`config.mk`:
```
export PLATFORM = sky130hd
export DESIGN_NAME = data_line_field_tokenizer_top
export DESIGN_NICKNAME = d
export VERILOG_FILES = /design/src/sv/dlft_pkg.sv /design/src/sv/data_line_field_tokenizer_top.sv
export SDC_FILE = /design/constraint.sdc
export NUM_CORES = 1
export LEC_CHECK = 0
export ABC_AREA = 0
export BUFFER_PORTS_ARGS = -buffer_cell sky130_fd_sc_hd__clkbuf_2
export CAP_MARGIN = 10
export CORE_UTILIZATION = 40
export CTS_CLUSTER_SIZE = 8
export DETAILED_ROUTE_END_ITERATION = 6
export GPL_ROUTABILITY_DRIVEN = 0
export MAX_ROUTING_LAYER = met4
export PLACE_DENSITY = 0.66
export REMOVE_ABC_BUFFERS = 1
export SYNTH_ARGS = -nofsm -noshare
export SYNTH_HDL_FRONTEND = slang
export SYNTH_SLANG_ARGS = --single-unit
```
`constraint.sdc`:
```
create_clock -name clk -period 7.8 [get_ports clk]
set_input_delay 1.56 -clock clk [delete_from_list [all_inputs] [get_ports clk]]
set_output_delay 1.56 -clock clk [all_outputs]
set_load 0.01 [all_outputs]
```
`src/sv/dlft_pkg.sv`:
```
// Shared types and constants for the data line field tokenizer.
package dlft_pkg;

  // Result item kinds
  typedef enum logic [1:0] {
    KIND_BYTE    = 2'd0,
    KIND_CLOSE   = 2'd1,
    KIND_DISCARD = 2'd2
  } kind_t;

  // Position relative to a quoted field
  typedef enum logic [1:0] {
    QM_OUT = 2'd0,
    QM_IN  = 2'd1,
    QM_ESC = 2'd2
  } qmode_t;

  // Configuration register indexes
  localparam logic CFG_SEPARATOR  = 1'b0;
  localparam logic CFG_PARSE_STRS = 1'b1;

  // Most result items that one input item can cause
  localparam int MAX_RES = 5;
  localparam int RES_W   = $clog2(MAX_RES + 1);

  // Character constants
  localparam logic [7:0] CH_QUOTE  = 8'h22;
  localparam logic [7:0] CH_BSLASH = 8'h5C;
  localparam logic [7:0] CH_TAB    = 8'h09;
  localparam logic [7:0] CH_LF     = 8'h0A;
  localparam logic [7:0] CH_SPACE  = 8'h20;
  localparam logic [7:0] CH_CR     = 8'h0D;
  localparam logic [7:0] CH_T      = 8'h74;
  localparam logic [7:0] CH_N      = 8'h6E;
  localparam logic [7:0] CH_QMARK  = 8'h3F;

  // One result item as held in the output buffer
  typedef struct packed {
    kind_t      kind;
    logic [7:0] data;
    logic       done;
  } res_t;

  // Build a result item; the byte is zero unless it is a field byte
  function automatic res_t mk_res(kind_t kind, logic [7:0] data, logic done);
    res_t r;
    r.kind = kind;
    r.data = (kind == KIND_BYTE) ? data : 8'h00;
    r.done = done;
    return r;
  endfunction

endpackage

```
`src/sv/data_line_field_tokenizer_top.sv`:
```
// Top level of the data line field tokenizer: input register, decode, result buffer.
// The input register holds an accepted item; it is decoded into the result buffer once
//   that buffer is free, and results leave one per cycle while out_stall is low.
// Throughput: one item per cycle while items cause at most one result and out_stall is low;
//   more results hold the input until the last leaves, set by the single result port.
// Reset: synchronous, active low; empties the buffers, clears quote state and pending flag.
module data_line_field_tokenizer_top (
  input  logic                 clk,
  input  logic                 rst_n,
  // configuration write port
  input  logic                 cfg_we,
  input  logic                 cfg_addr,
  input  logic [7:0]           cfg_data,
  // input channel
  input  logic                 in_valid,
  output logic                 in_stall,
  input  logic [7:0]           in_ch,
  input  logic                 in_has_char,
  input  logic                 in_end_of_line,
  // result channel
  output logic                 out_valid,
  input  logic                 out_stall,
  output dlft_pkg::kind_t      out_kind,
  output logic [7:0]           out_out_byte,
  output logic                 out_line_done,
  output logic                 out_last_of_run
);

  // configuration registers (reset: separator 0 for whitespace, string parsing on)
  logic [7:0] sep_r;
  logic       pstr_r;

  // input register
  logic       in_vld_r;
  logic [7:0] ch_r;
  logic       has_r;
  logic       eol_r;

  // tokenizer state
  dlft_pkg::qmode_t qmode_r, qmode_nxt;
  logic             fpend_r, fpend_nxt;

  // result buffer
  dlft_pkg::res_t             buf_r [dlft_pkg::MAX_RES];
  logic [dlft_pkg::RES_W-1:0] cnt_r, cnt_nxt;
  logic [dlft_pkg::RES_W-1:0] rd_r, rd_nxt;

  // decode results
  dlft_pkg::res_t             res [dlft_pkg::MAX_RES];
  logic [dlft_pkg::RES_W-1:0] n_res;

  logic out_fire, rd_last, buf_free, move;
  logic is_sep;

  // handshake
  assign out_valid       = (cnt_r != '0);
  assign out_fire        = out_valid && !out_stall;
  assign rd_last         = (rd_r == cnt_r - {{(dlft_pkg::RES_W-1){1'b0}}, 1'b1});
  assign buf_free        = !out_valid || (out_fire && rd_last);
  assign move            = in_vld_r && buf_free;
  assign in_stall        = in_vld_r && !buf_free;

  // result port
  assign out_kind        = buf_r[rd_r].kind;
  assign out_out_byte    = buf_r[rd_r].data;
  assign out_line_done   = buf_r[rd_r].done;
  assign out_last_of_run = rd_last;

  // separator match
  always_comb begin
    if (sep_r == 8'h00) begin
      is_sep = (ch_r == dlft_pkg::CH_SPACE) ||
               (ch_r inside {[dlft_pkg::CH_TAB:dlft_pkg::CH_CR]});
    end else begin
      is_sep = (ch_r == sep_r);
    end
  end

  // decode one item into its result list and next state
  always_comb begin
    qmode_nxt = qmode_r;
    fpend_nxt = fpend_r;
    n_res     = '0;
    for (int i = 0; i < dlft_pkg::MAX_RES; i++) begin
      res[i] = dlft_pkg::mk_res(dlft_pkg::KIND_BYTE, 8'h00, 1'b0);
    end

    // byte part
    if (has_r) begin
      case (qmode_r)
        dlft_pkg::QM_ESC: begin
          if (ch_r == dlft_pkg::CH_T) begin
            res[n_res] = dlft_pkg::mk_res(dlft_pkg::KIND_BYTE, dlft_pkg::CH_TAB, 1'b0);
          end else if (ch_r == dlft_pkg::CH_N) begin
            res[n_res] = dlft_pkg::mk_res(dlft_pkg::KIND_BYTE, dlft_pkg::CH_LF, 1'b0);
          end else begin
            res[n_res] = dlft_pkg::mk_res(dlft_pkg::KIND_BYTE, dlft_pkg::CH_QMARK, 1'b0);
          end
          n_res     = n_res + 1'b1;
          qmode_nxt = dlft_pkg::QM_IN;
        end
        dlft_pkg::QM_IN: begin
          if (ch_r == dlft_pkg::CH_BSLASH) begin
            qmode_nxt = dlft_pkg::QM_ESC;
          end else if (ch_r == dlft_pkg::CH_QUOTE) begin
            res[n_res] = dlft_pkg::mk_res(dlft_pkg::KIND_BYTE, dlft_pkg::CH_QUOTE, 1'b0);
            n_res      = n_res + 1'b1;
            res[n_res] = dlft_pkg::mk_res(dlft_pkg::KIND_CLOSE, 8'h00, 1'b0);
            n_res      = n_res + 1'b1;
            qmode_nxt  = dlft_pkg::QM_OUT;
          end else begin
            res[n_res] = dlft_pkg::mk_res(dlft_pkg::KIND_BYTE, ch_r, 1'b0);
            n_res      = n_res + 1'b1;
          end
        end
        default: begin
          if (pstr_r && ch_r == dlft_pkg::CH_QUOTE) begin
            // quote opens a field: withdraw unquoted bytes already sent
            if (fpend_r) begin
              res[n_res] = dlft_pkg::mk_res(dlft_pkg::KIND_DISCARD, 8'h00, 1'b0);
              n_res      = n_res + 1'b1;
            end
            res[n_res] = dlft_pkg::mk_res(dlft_pkg::KIND_BYTE, dlft_pkg::CH_QUOTE, 1'b0);
            n_res      = n_res + 1'b1;
            fpend_nxt  = 1'b0;
            qmode_nxt  = dlft_pkg::QM_IN;
          end else if (is_sep) begin
            if (fpend_r) begin
              res[n_res] = dlft_pkg::mk_res(dlft_pkg::KIND_CLOSE, 8'h00, 1'b0);
              n_res      = n_res + 1'b1;
            end
            fpend_nxt = 1'b0;
          end else begin
            res[n_res] = dlft_pkg::mk_res(dlft_pkg::KIND_BYTE, ch_r, 1'b0);
            n_res      = n_res + 1'b1;
            fpend_nxt  = 1'b1;
          end
        end
      endcase
    end

    // line end part: close an open quoted field, then the final field
    if (eol_r) begin
      if (qmode_nxt != dlft_pkg::QM_OUT) begin
        if (qmode_nxt == dlft_pkg::QM_ESC) begin
          res[n_res] = dlft_pkg::mk_res(dlft_pkg::KIND_BYTE, dlft_pkg::CH_BSLASH, 1'b0);
          n_res      = n_res + 1'b1;
        end
        res[n_res] = dlft_pkg::mk_res(dlft_pkg::KIND_BYTE, dlft_pkg::CH_QUOTE, 1'b0);
        n_res      = n_res + 1'b1;
        res[n_res] = dlft_pkg::mk_res(dlft_pkg::KIND_CLOSE, 8'h00, 1'b0);
        n_res      = n_res + 1'b1;
      end
      res[n_res] = dlft_pkg::mk_res(dlft_pkg::KIND_CLOSE, 8'h00, 1'b1);
      n_res      = n_res + 1'b1;
      qmode_nxt  = dlft_pkg::QM_OUT;
      fpend_nxt  = 1'b0;
    end
  end

  // buffer count and read pointer
  always_comb begin
    cnt_nxt = cnt_r;
    rd_nxt  = rd_r;
    if (move) begin
      cnt_nxt = n_res;
      rd_nxt  = '0;
    end else if (out_fire) begin
      if (rd_last) begin
        cnt_nxt = '0;
        rd_nxt  = '0;
      end else begin
        rd_nxt = rd_r + 1'b1;
      end
    end
  end

  // control registers
  always_ff @(posedge clk) begin
    if (!rst_n) begin
      sep_r    <= 8'h00;
      pstr_r   <= 1'b1;
      in_vld_r <= 1'b0;
      qmode_r  <= dlft_pkg::QM_OUT;
      fpend_r  <= 1'b0;
      cnt_r    <= '0;
      rd_r     <= '0;
    end else begin
      if (cfg_we) begin
        case (cfg_addr)
          dlft_pkg::CFG_SEPARATOR:  sep_r  <= cfg_data;
          dlft_pkg::CFG_PARSE_STRS: pstr_r <= cfg_data[0];
          default: ;
        endcase
      end
      if (!in_stall) begin
        in_vld_r <= in_valid;
      end
      if (move) begin
        qmode_r <= qmode_nxt;
        fpend_r <= fpend_nxt;
      end
      cnt_r <= cnt_nxt;
      rd_r  <= rd_nxt;
    end
  end

  // payload registers
  always_ff @(posedge clk) begin
    if (in_valid && !in_stall) begin
      ch_r  <= in_ch;
      has_r <= in_has_char;
      eol_r <= in_end_of_line;
    end
    if (move) begin
      for (int i = 0; i < dlft_pkg::MAX_RES; i++) begin
        buf_r[i] <= res[i];
      end
    end
  end

endmodule

```
==> metrics.txt <==
fin cells 524; Initial DRC Count 138; met1 Usage GRT 0.234; Most used DFF post-synth edfxtp_1; total routed wirelength 8010 um; Area growth, synth to finish 12.9%; ANT nets after route 0; Die Y 97.1 um; top cell type's share of synthesized area 0.299; top cells by area, synth edfxtp_1, dfxtp_1, ha_1; Initial Utilization 0.415; FF+latch area 1520 um^2; R2R Setup Slk 2830 ps; Synth Register Bits 58; EDFF count, synth 36; worst-margin pin slew 1000 ps; setup TNS 0 ps; Post-CTS Resized 0; Setup Fix Bufs, Post-CTS 0; clock share of power 0.376; drt pass-1 iters 5; share of cells above drive strength 1 0.188; later-pin clock latency in the skew report 340 ps; area of the multi-input gates 1970 um^2; CTS tree yes; Power, Total 0.750 mW; Final Cycle Share 0.637; Total Nets Final 448; clock tree buffer depth 2; met3 Resource Use GR 0.0331; fin util 0.469; overflow left after global routing 0; synthesized area per cell 9.53 um^2; total core area 8720 um^2; vias in the first global route 2786; Internal Pwr Total 0.554 mW; Global Route Usage Sum 0.184; Top Usage Layer GRT met2; WL/cell 15.3 um; critical path arrival 5200 ps; startpoint type of the worst setup path register; synthesized area 3620 um^2; Rows 34; pin count of the biggest net entering global routing 30; Num CTS Buffers 9; sequential area share after synthesis 0.420; DIE AREA 9430 um^2; H-tree Lvls 3; # Max-Cap Violations 0; root buffer cell clkbuf_8; worst rel slew slack 0.329; first-pass GRT wire length 13600 um; Die W 97.1 um; unrepaired setup endpoints after global routing no; Net Sw Frac 0.261; Yosys warnings 0; CP Class register to register; Mapped Cells 380; CP endpoint kind register; P_leak 1.66 nW; Max Clock Skew 8.37 ps; sw power 0.196 mW; asr flop ratio synth 0; Distinct cells, synth 68; status finished, final reports clean; IO Port Bufs 37; post-DP HPWL 6140 um; VDD IR-drop max 0.103 mV; drt via density 5.55; CTS Sinks 58; Fillers 828; fmax 201 MHz; critical path fanouts, max 13; post-synthesis cell type with the largest combined area edfxtp_1; Residual DRC 0; Critical Path RT 8030 ps; pins over their slew limit 0; power density cells 184 nW/um^2; antenna cells 0; CTS clock-pin slew for the worst setup and hold paths 70 ps; met2 global-route usage 0.285; num ports 38; HP Class register to register; Comb power frac 0.146; CTS Hold Buffers Added 0; via count 2907; sequential power share 0.478; initial antenna violation count 0; min Tclk post-route 4970 ps; placed cells 508; Setup Viol. Count Final 0; final hold viol count 0
[final cells by class]
type	count	area share
Multi-Input combinational cell	288	0.481
Timing Repair Buffer	38	0.0472
Clock inverter	2	0.00367
Inverter	16	0.0147
Sequential cell	58	0.372
Tap cell	108	0.0331
Clock buffer	14	0.0478
[routing by layer]
metal,part of all wire,vias to the layer above
met3,0.058,19
met1,0.45,1346
met5,0,-
li1,-,1443
met2,0.46,99
met4,0.031,0
[cell usage in the layout (no fill, tap or decap), drive strengths merged, types with 2 or more instances in the layout]
cell      n
mux2      5
a31o      2
nand4bb   3
and2      6
nand2b    3
nor3     12
nand4     2
a21bo     2
nor4      3
xnor2     9
dfxtp    22
o21a      5
clkbuf   51
nor2     33
o21ai    14
edfxtp   36
a21boi    2
ha       13
a31oi     3
inv      17
and3      4
o211ai    4
nand2    42
mux2i    14
nor2b    20
xor2     10
nand3    13
a22oi     4
a211oi    2
or4       4
a21oi    23
or4b      2
o22ai     3
mux4      2
or3       5
[worst max-delay path: stages (launching register included)]
cell,delay [ps]
edfxtp_1,520
or4_4,620
nor2_8,160
nand2_1,90
a311oi_1,340
nor2_1,70
buf_4,200
ha_1,310
a21oi_1,260
inv_1,180
ha_1,360
or3_1,400
and2_4,180
a211oi_2,420
inv_1,100
ha_1,200
xor2_1,160
a32oi_1,220
nor2b_1,60
[sequential cells by signal (all words and copies together) (netlist names), named ones only]
signal	flops
sep_r	8
eol_r	1
in_vld_r	1
buf_r	26
has_r	1
ch_r	8
fpend_r	1
cnt_r	3
rd_r	3
pstr_r	1
qmode_r	2
[path summary, 6_finish.rpt]
path                                             from                    end  depth (start not counted)
worst max-delay path                ch_r[2]$_DFFE_PP_  cnt_r[2]$_SDFFE_PN0P_                         18
worst min-delay path            cnt_r[1]$_SDFFE_PN0P_  cnt_r[1]$_SDFFE_PN0P_                          2
worst min register to register  cnt_r[1]$_SDFFE_PN0P_  cnt_r[1]$_SDFFE_PN0P_                          2
worst max register to register      ch_r[2]$_DFFE_PP_  cnt_r[2]$_SDFFE_PN0P_                         18
[metrics by stage]
stage / worst slack [ps] / hold WS [ps] / area (um^2)
after global placement: 3000 / 501 / 3880
after CTS: 2880 / 521 / 4090
after detailed placement: 2890 / 504 / 3880
after global routing: 2400 / 553 / 4090
after floorplan: 2910 / 474 / 3550
final: 2830 / 519 / 4090
[cells in the mapped netlist, drive strengths merged (3+ instances only)]
library cell  number
a21oi             23
a22oi              4
a31oi              3
and2               6
and3               4
buf                3
clkbuf            15
dfxtp             22
edfxtp            36
ha                13
inv               16
mux2               5
mux2i             14
nand2             42
nand2b             3
nand3             13
nand4bb            3
nor2              33
nor2b             20
nor3              12
nor4               3
o211ai             4
o21a               5
o21ai             14
o22ai              3
or3                5
or4                4
xnor2              9
xor2              10
[power by group through the flow]
| stage | clock [mW] | combinational [mW] | sequential, mW |
|---|---|---|---|
| floorplan | 0 | 0.0780 | 0.360 |
| global placement | 0 | 0.107 | 0.365 |
| detailed placement | 0 | 0.109 | 0.365 |
| CTS | 0.287 | 0.109 | 0.359 |
| global route | 0.301 | 0.122 | 0.361 |
| finish | 0.282 | 0.109 | 0.359 |
[logic make-up (layout without fill, tap and decap cells)]
family	count (synthesis)	after routing	synth area share
buffers and inverters	34	70	0.0363
AO/OA/AOI/OAI	81	81	0.160
adder cells (fa/ha/maj)	13	13	0.0449
flip-flops	58	58	0.420
XOR/XNOR	19	19	0.0480
multiplexers	21	21	0.0667
AND/OR/NAND/NOR	154	154	0.223
(Power assumes the default switching activity.)
